**src/hdl/nearest_centroid_classifier_unit_assert.svh**
```systemverilog
// assertion helpers for the nearest centroid classifier
`ifndef NEAREST_CENTROID_CLASSIFIER_UNIT_ASSERT_SVH
`define NEAREST_CENTROID_CLASSIFIER_UNIT_ASSERT_SVH

// same-cycle implication, checked on clk and gated by rst_n
`define NCC_ASSERT_NOW(lbl, ante, cons) \
    lbl: assert property (@(posedge clk) disable iff (!rst_n) (ante) |-> (cons)) \
        else $error("nearest centroid check failed");

// next-cycle implication, checked on clk and gated by rst_n
`define NCC_ASSERT_NEXT(lbl, ante, cons) \
    lbl: assert property (@(posedge clk) disable iff (!rst_n) (ante) |=> (cons)) \
        else $error("nearest centroid check failed");

`endif

```
**src/hdl/ncc_pkg.sv**
```systemverilog
package ncc_pkg;

    localparam int COORD_W = 16;
    localparam int MAG_W   = 16;
    localparam int SQ_W    = 32;
    localparam int DIST_W  = 36;
    localparam int TOTAL_W = 39;
    localparam int CFG_W   = 4;
    localparam int OUT_K_W = 3;

    localparam logic [CFG_W-1:0] CLUSTERS_RESET = 4'd3;

    localparam logic CMD_LOAD  = 1'b0;
    localparam logic CMD_POINT = 1'b1;

    typedef struct packed {
        logic                      command;
        logic [2:0]                cluster_slot;
        logic [3:0]                dim_slot;
        logic signed [COORD_W-1:0] coord;
        logic                      last_coord;
    } in_item_t;

    typedef struct packed {
        logic [OUT_K_W-1:0] nearest_cluster;
        logic [DIST_W-1:0]  nearest_distance;
        logic [TOTAL_W-1:0] total_distance;
        logic               dims_overflow;
    } out_item_t;

    typedef enum logic [1:0] {
        ST_IDLE,
        ST_SWEEP,
        ST_SCAN,
        ST_DONE
    } ncc_state_t;

endpackage

```
**src/hdl/nearest_centroid_classifier_unit.sv**
```systemverilog
// load beat: written into the table as it is accepted; point coordinate: input stalls while one shared
// subtract / square / accumulate pipe visits every centroid in turn
// coordinate past the table depth: sets the overflow flag; last coordinate adds a scan of
// clusters_in_use centroids through one compare / add unit, result valid as the unit frees
// rst_n is asynchronous and active low: accumulators, position, overflow flag cleared,
// clusters_in_use = 3; centroid table is not cleared and holds garbage until loaded
module nearest_centroid_classifier_unit #(
    parameter int MAX_CLUSTERS = 8,
    parameter int MAX_DIMS     = 16
) (
    input  logic                      clk,
    input  logic                      rst_n,
    // configuration write channel (clusters_in_use)
    input  logic                      cfg_valid,
    output logic                      cfg_ready,
    input  logic [3:0]                cfg_data,
    // item input
    input  logic                      in_valid,
    output logic                      in_stall,
    input  ncc_pkg::in_item_t         in_data,
    // result output
    output logic                      out_valid,
    input  logic                      out_stall,
    output ncc_pkg::out_item_t        out_data
);
    import ncc_pkg::*;

    `include "nearest_centroid_classifier_unit_assert.svh"

    localparam int DEPTH  = MAX_CLUSTERS * MAX_DIMS;
    localparam int ADDR_W = $clog2(DEPTH);
    localparam int K_W    = $clog2(MAX_CLUSTERS);
    localparam int KCNT_W = $clog2(MAX_CLUSTERS + 1);
    localparam int POS_W  = $clog2(MAX_DIMS + 1);

    localparam logic [DIST_W-1:0]  DIST_MAX  = '1;
    localparam logic [TOTAL_W-1:0] TOTAL_MAX = '1;

    // centroid table, one coordinate per entry, row per centroid
    logic [COORD_W-1:0] cent_mem [DEPTH];
    logic [COORD_W-1:0] rdata_reg;

    // control state
    ncc_state_t         state_reg, state_next;
    logic [CFG_W-1:0]   clusters_reg;
    logic [POS_W-1:0]   pos_reg;
    logic               ovf_reg;
    logic               last_reg;
    logic [KCNT_W-1:0]  issue_k_reg;
    logic [KCNT_W-1:0]  scan_k_reg;
    logic [KCNT_W-1:0]  n_reg;
    logic               rd_vld_reg, mag_vld_reg, sq_vld_reg;
    logic               out_vld_reg;
    logic [DIST_W-1:0]  acc_reg [MAX_CLUSTERS];

    // datapath registers
    logic signed [COORD_W-1:0] coord_reg;
    logic [K_W-1:0]     rd_k_reg, mag_k_reg, sq_k_reg;
    logic [MAG_W-1:0]   mag_reg;
    logic [SQ_W-1:0]    sq_reg;
    logic [K_W-1:0]     best_k_reg;
    logic [DIST_W-1:0]  best_d_reg;
    logic [TOTAL_W-1:0] total_reg;
    out_item_t          out_reg;

    // handshake and sequencer decode
    logic in_acc;
    logic load_ok;
    logic point_in_range;
    logic issue_en;
    logic sweep_done;
    logic scan_en;
    logic scan_start;
    logic out_load;

    // shared datapath
    logic [ADDR_W-1:0]       rd_addr;
    logic [ADDR_W-1:0]       wr_addr;
    logic signed [COORD_W:0] diff;
    logic [MAG_W-1:0]        mag_next;
    logic [K_W-1:0]          acc_idx;
    logic [DIST_W-1:0]       acc_rd;
    logic [DIST_W:0]         acc_sum;
    logic [DIST_W-1:0]       acc_next;
    logic [TOTAL_W:0]        tot_sum;
    logic [TOTAL_W-1:0]      total_next;
    logic [KCNT_W-1:0]       n_clamp;

    assign cfg_ready = 1'b1;
    assign out_valid = out_vld_reg;
    assign out_data  = out_reg;

    assign in_acc         = in_valid && !in_stall;
    assign load_ok        = (32'(in_data.cluster_slot) < 32'(MAX_CLUSTERS))
                            && (32'(in_data.dim_slot) < 32'(MAX_DIMS));
    assign point_in_range = pos_reg < POS_W'(MAX_DIMS);
    assign sweep_done     = (issue_k_reg == KCNT_W'(MAX_CLUSTERS))
                            && !rd_vld_reg && !mag_vld_reg && !sq_vld_reg;

    // clusters_in_use of zero acts as one, above the table acts as the table size
    always_comb
    begin
        if (clusters_reg == '0)
            n_clamp = KCNT_W'(1);
        else if (32'(clusters_reg) > 32'(MAX_CLUSTERS))
            n_clamp = KCNT_W'(MAX_CLUSTERS);
        else
            n_clamp = KCNT_W'(clusters_reg);
    end

    // next state
    always_comb
    begin
        state_next = state_reg;
        case (state_reg)
            ST_IDLE:
            begin
                if (in_acc && in_data.command == CMD_POINT)
                begin
                    if (point_in_range)
                        state_next = ST_SWEEP;
                    else if (in_data.last_coord)
                        state_next = ST_SCAN;
                end
            end
            ST_SWEEP:
            begin
                if (sweep_done)
                    state_next = last_reg ? ST_SCAN : ST_IDLE;
            end
            ST_SCAN:
            begin
                if (scan_k_reg == n_reg)
                    state_next = ST_DONE;
            end
            ST_DONE:
            begin
                if (!out_vld_reg || !out_stall)
                    state_next = ST_IDLE;
            end
            default: state_next = ST_IDLE;
        endcase
    end

    // sequencer outputs
    always_comb
    begin
        in_stall   = 1'b1;
        issue_en   = 1'b0;
        scan_en    = 1'b0;
        out_load   = 1'b0;
        case (state_reg)
            ST_IDLE:  in_stall = 1'b0;
            ST_SWEEP: issue_en = issue_k_reg < KCNT_W'(MAX_CLUSTERS);
            ST_SCAN:  scan_en  = scan_k_reg < n_reg;
            ST_DONE:  out_load = !out_vld_reg || !out_stall;
            default:  in_stall = 1'b1;
        endcase
    end

    assign scan_start = (state_next == ST_SCAN) && (state_reg != ST_SCAN);

    // table addressing: row = centroid, column = coordinate position
    assign rd_addr = ADDR_W'(32'(issue_k_reg[K_W-1:0]) * MAX_DIMS
                             + 32'(pos_reg));
    assign wr_addr = ADDR_W'(32'(in_data.cluster_slot) * MAX_DIMS
                             + 32'(in_data.dim_slot));

    always_ff @(posedge clk)
    begin
        if (in_acc && in_data.command == CMD_LOAD && load_ok)
            cent_mem[wr_addr] <= in_data.coord;
        if (issue_en)
            rdata_reg <= cent_mem[rd_addr];
    end

    // stage 1: magnitude of the coordinate difference
    assign diff     = (COORD_W+1)'(coord_reg) - (COORD_W+1)'(signed'(rdata_reg));
    assign mag_next = diff[COORD_W] ? MAG_W'(-diff) : MAG_W'(diff);

    // one accumulator read port shared by the accumulate stage and the scan
    assign acc_idx = (state_reg == ST_SCAN) ? scan_k_reg[K_W-1:0] : sq_k_reg;
    assign acc_rd  = acc_reg[acc_idx];

    // stage 3: accumulate with saturation
    assign acc_sum  = {1'b0, acc_rd} + (DIST_W+1)'(sq_reg);
    assign acc_next = acc_sum[DIST_W] ? DIST_MAX : acc_sum[DIST_W-1:0];

    // scan: running total with saturation
    assign tot_sum    = {1'b0, total_reg} + (TOTAL_W+1)'(acc_rd);
    assign total_next = tot_sum[TOTAL_W] ? TOTAL_MAX : tot_sum[TOTAL_W-1:0];

    // control registers
    always_ff @(posedge clk or negedge rst_n)
    begin
        if (!rst_n)
        begin
            state_reg    <= ST_IDLE;
            clusters_reg <= CLUSTERS_RESET;
            pos_reg      <= '0;
            ovf_reg      <= 1'b0;
            last_reg     <= 1'b0;
            issue_k_reg  <= '0;
            scan_k_reg   <= '0;
            n_reg        <= KCNT_W'(1);
            rd_vld_reg   <= 1'b0;
            mag_vld_reg  <= 1'b0;
            sq_vld_reg   <= 1'b0;
            out_vld_reg  <= 1'b0;
            for (int k = 0; k < MAX_CLUSTERS; k++)
                acc_reg[k] <= '0;
        end
        else
        begin
            state_reg   <= state_next;
            rd_vld_reg  <= issue_en;
            mag_vld_reg <= rd_vld_reg;
            sq_vld_reg  <= mag_vld_reg;
            out_vld_reg <= out_load || (out_vld_reg && out_stall);

            if (cfg_valid && cfg_ready)
                clusters_reg <= cfg_data;

            if (in_acc && in_data.command == CMD_POINT)
            begin
                last_reg    <= in_data.last_coord;
                issue_k_reg <= '0;
                if (!point_in_range)
                    ovf_reg <= 1'b1;
            end

            if (issue_en)
                issue_k_reg <= issue_k_reg + 1'b1;

            if (sq_vld_reg)
                acc_reg[sq_k_reg] <= acc_next;

            if (state_reg == ST_SWEEP && sweep_done)
                pos_reg <= pos_reg + 1'b1;

            if (scan_start)
            begin
                scan_k_reg <= '0;
                n_reg      <= n_clamp;
            end
            else if (scan_en)
                scan_k_reg <= scan_k_reg + 1'b1;

            // point finished: clear for the next one
            if (out_load)
            begin
                pos_reg <= '0;
                ovf_reg <= 1'b0;
                for (int k = 0; k < MAX_CLUSTERS; k++)
                    acc_reg[k] <= '0;
            end
        end
    end

    // datapath registers, no reset needed
    always_ff @(posedge clk)
    begin
        if (in_acc && in_data.command == CMD_POINT)
            coord_reg <= in_data.coord;

        rd_k_reg  <= issue_k_reg[K_W-1:0];
        mag_k_reg <= rd_k_reg;
        sq_k_reg  <= mag_k_reg;
        mag_reg   <= mag_next;
        sq_reg    <= SQ_W'(mag_reg) * SQ_W'(mag_reg);

        // strict less-than keeps the lowest index on ties
        if (scan_start)
        begin
            best_k_reg <= '0;
            best_d_reg <= DIST_MAX;
            total_reg  <= '0;
        end
        else if (scan_en)
        begin
            if (acc_rd < best_d_reg || scan_k_reg == '0)
            begin
                best_k_reg <= scan_k_reg[K_W-1:0];
                best_d_reg <= acc_rd;
            end
            total_reg <= total_next;
        end

        if (out_load)
        begin
            out_reg.nearest_cluster  <= OUT_K_W'(best_k_reg);
            out_reg.nearest_distance <= best_d_reg;
            out_reg.total_distance   <= total_reg;
            out_reg.dims_overflow    <= ovf_reg;
        end
    end

    // a result beat only appears after the scan has finished
    `NCC_ASSERT_NOW(a_result_after_scan, $rose(out_vld_reg), $past(state_reg == ST_DONE))
    // handing off a result leaves the point state cleared
    `NCC_ASSERT_NEXT(a_point_cleared, out_load, (pos_reg == '0) && !ovf_reg)
    // the nearest distance is part of the total, so never above it
    `NCC_ASSERT_NOW(a_best_within_total, state_reg == ST_DONE, TOTAL_W'(best_d_reg) <= total_reg)

endmodule
```
**config.mk**
```make
export PLATFORM = sky130hd
export DESIGN_NAME = nearest_centroid_classifier_unit
export DESIGN_NICKNAME = d
export VERILOG_FILES = /design/src/hdl/ncc_pkg.sv /design/src/hdl/nearest_centroid_classifier_unit.sv
export VERILOG_INCLUDE_DIRS = /design/src /design/src/hdl
export SDC_FILE = /design/constraint.sdc
export NUM_CORES = 2
export LEC_CHECK = 0
export BUFFER_PORTS_ARGS = -buffer_cell sky130_fd_sc_hd__buf_2
export CORE_MARGIN = 10
export CORE_UTILIZATION = 60
export CTS_CLUSTER_SIZE = 10
export DETAILED_ROUTE_END_ITERATION = 12
export PLACE_DENSITY = 0.76
export SLEW_MARGIN = 30
export SYNTH_ARGS = -nofsm -noshare
export SYNTH_HDL_FRONTEND = slang
export SYNTH_SLANG_ARGS = --single-unit
```
**constraint.sdc**
```tcl
create_clock -name clk -period 8.48 [get_ports clk]
set_input_delay 0.848 -clock clk [delete_from_list [all_inputs] [get_ports clk]]
set_output_delay 0.848 -clock clk [all_outputs]
set_load 0.03 [all_outputs]
```
==> reports/metrics.cfg <==
[status]
status=completed

[detailed_routing]
drt-total-wl_mm=293
remaining_drc_errors=0
drt_iter0_drc=8102
drtPass1Iterations=7
routed_via_density=6.59
wire_per_inst_um=30.4
final_antenna_net_count=0
via_count=63700

[critical_path]
arrival_ps=7860
cpLargestDelayFamily=compound AO/OA/AOI/OAI gates
cp-startpoint=state_reg[0]
cp-end-kind=flip-flop
crit_buf_inv=1
ff2ff_path_depth=18
worstSetupStartpointType=flip-flop
cp.depth=18
r2r-end=total_reg[36]
crit_fanout=79
crit_required_ps=9230
crit_top_cell=o21ai_0
cp_slowest_stage_delay_ps=910
cp_cell_sequence=nand2b_1, mux2_4, buf_4, nand2_1, nand3_1, o21ai_0, o21ai_0, ha_1, and3_1, and3_1, and4_1, a221oi_1, o22ai_1, a221o_1, o21ai_0, nand2b_1, a2111oi_0, a311oi_1
rrSetupSlack_ps=1370
critPathKind=reg2reg
r2r_start=state_reg[0]
cpMaxStageDelayCell=mux2_4
endpoint=total_reg[36]

[min_path]
holdCritPathClass=in2reg

[yosys]
yosysWarnings=0
synth_area_leaders=edfxtp_1 58%, mux4_2 13%, dfrtp_1 7.0%
yosysSeqAreaShare=0.670
syn_nets=7191
syn_area_per_cell_um2=16.7
netlist.area_leader.share=0.576
syn_inst=6759
netlist_area_um2=113000
ys_ff_latch=2610
synth_top_flop_cell=edfxtp_1
async_reset_ff_frac=0.121
synth-edff-count=2159
synth_top_area_cell=edfxtp_1
yosysUniqueCellTypes=82

[floorplan]
die_x_um=453
boundaryPins=116
core_um2=186000
fp.dieArea_um2=205000
die_y_um=453
rows=158
initial_core_util=0.605

[finish]
fin_area_um2=126000
nets=7521
layout_common_cells=2,159 x edfxtp_1, 683 x nand2_1, 675 x mux4_2
final_common_cell=edfxtp_1
largest_reg_flops=2048
fill_cells=11700
area_growth_pct=11.6
final_util=0.676
drive_gt1_frac=0.204

[sta]
clock.fmax_ghz=0.141
post-route-min-period_ps=7110
worstMarginPinSlew_ps=1070
finalClockSkew_ps=84.4
hold_violations=0
drv_slew=0
fin_ws_ps=1370
rsz0062_at_grt=false
setup_tns_ps=0
finalCritPeriodShare=0.839
slew-limit-headroom=0.285
finalSetupViolCount=0

[grt]
grt_usage=0.286
grt_max_degree=189
grt_overflow=0
first_global_vias=65400
grt_pass1_wl_mm=435
antenna_found_initial=17

[clock_network]
cts-htree-levels=5
hold_buffers=1
cts-root-buf=clkbuf_16
postCtsSetupBuffers=0
clkSinkCount=2610
numCtsBuffers=315
cts.clk_slew.worst_paths_ps=60
cts_resized=0
tritoncts=built
max-clock-path-buffers=4
clk_latency_ps=950

[power]
power_frac_seq=0.539
p_total_w=0.0257
switchingPower_w=0.00507
pwr-share-clk=0.451
swShare=0.197
powerDensity_nw_per_um2=205
peakVddDrop_mv=0.233
p_comb_frac=0.009
p_int_w=0.0207
leakage_nw=46.1

[flow_run]
max-cap-violations=0

[placed_design]
pre_cts_ws_ps=1360
io_buffers=114
place_congestion=0.873
place_hpwl_mm=167
post_dp_cell_area_um2=117000

==> area by class of cell <==
type | instances | area [um^2] | share of cell area
timing repair buffer | 332 | 2490 | 0.0198
clock inverter | 17 | 174 | 0.00138
multi-input combinational | 3477 | 34900 | 0.277
inverter | 353 | 1330 | 0.0106
sequential | 2610 | 75500 | 0.600
antenna | 11 | 27.5 | 0.000219
clock buffer | 383 | 8250 | 0.0656
tap | 2480 | 3100 | 0.0247
==> power by group through the flow <==
stage | clock [W] | combinational (W) | sequential [W]
after floorplan | 0 | 0.0000101 | 0.0141
after global placement | 0 | 0.000209 | 0.0141
after detailed placement | 0 | 0.000226 | 0.0141
after CTS | 0.0117 | 0.000230 | 0.0139
after global routing | 0.0122 | 0.000255 | 0.0139
final | 0.0116 | 0.000236 | 0.0139
==> metrics by stage <==
stage,hold slack [ps],std cells
2_1_floorplan,310,6759
3_3_place_gp,311,9247
3_5_place_dp,312,9247
4_1_cts,134,9648
5_1_grt,164,9657
6_report,179,9663
==> cells in the mapped netlist (19+ instances only) <==
| cell | count |
|---|---|
| buf_1 | 58 |
| ha_1 | 233 |
| a31oi_1 | 27 |
| o21a_1 | 25 |
| clkbuf_1 | 240 |
| nand4_1 | 23 |
| nand3_1 | 97 |
| edfxtp_1 | 2159 |
| a22o_1 | 56 |
| xnor2_1 | 77 |
| xor2_1 | 48 |
| nor2b_1 | 27 |
| and2_1 | 46 |
| nand2b_1 | 25 |
| nand2_1 | 688 |
| a21o_1 | 67 |
| and3_1 | 27 |
| fa_1 | 165 |
| nor3_1 | 23 |
| a21oi_1 | 136 |
| dfxtp_1 | 134 |
| nor2_2 | 19 |
| dfrtp_1 | 314 |
| o211ai_1 | 41 |
| mux2i_1 | 78 |
| a211oi_1 | 27 |
| mux2_2 | 24 |
| o21ai_1 | 215 |
| nor2_1 | 314 |
| o21ai_0 | 158 |
| mux4_2 | 675 |
| inv_1 | 351 |
==> cells by family (layout without fill, tap and decap cells) <==
family	after synthesis	count (layout)	share of synthesized area
compound gates	843	843	0.0466
xor+xnor	125	125	0.00972
fa+ha+maj	398	398	0.0552
buf+inv	672	1085	0.0229
flops	2610	2610	0.670
mux	782	782	0.145
other cells	1	12	0.0000333
simple gates	1328	1328	0.0505
==> routing by layer <==
metal / part of all wire / wire length, um / global-route usage
met1: 0.35 / 103000 / 0.371
met2: 0.49 / 145000 / 0.467
met3: 0.10 / 29600 / 0.0573
met4: 0.052 / 15300 / 0.135
met5: 0.00018 / 52 / 0
==> how the worst min path moves through the flow <==
stage | startpoint | to | slack, ps | cells after the start
after CTS | cfg_data[3] | clusters_reg[3] | 130 | 2
after global placement | mag_k_reg[0] | sq_k_reg[0] | 310 | 0
after global routing | cfg_data[1] | clusters_reg[1] | 160 | 2
after detailed placement | mag_k_reg[1] | sq_k_reg[1] | 310 | 0
after floorplan | rd_k_reg[0] | mag_k_reg[0] | 310 | 0
final | cfg_data[0] | clusters_reg[0] | 180 | 2
Power figures use the tool's default switching activity.
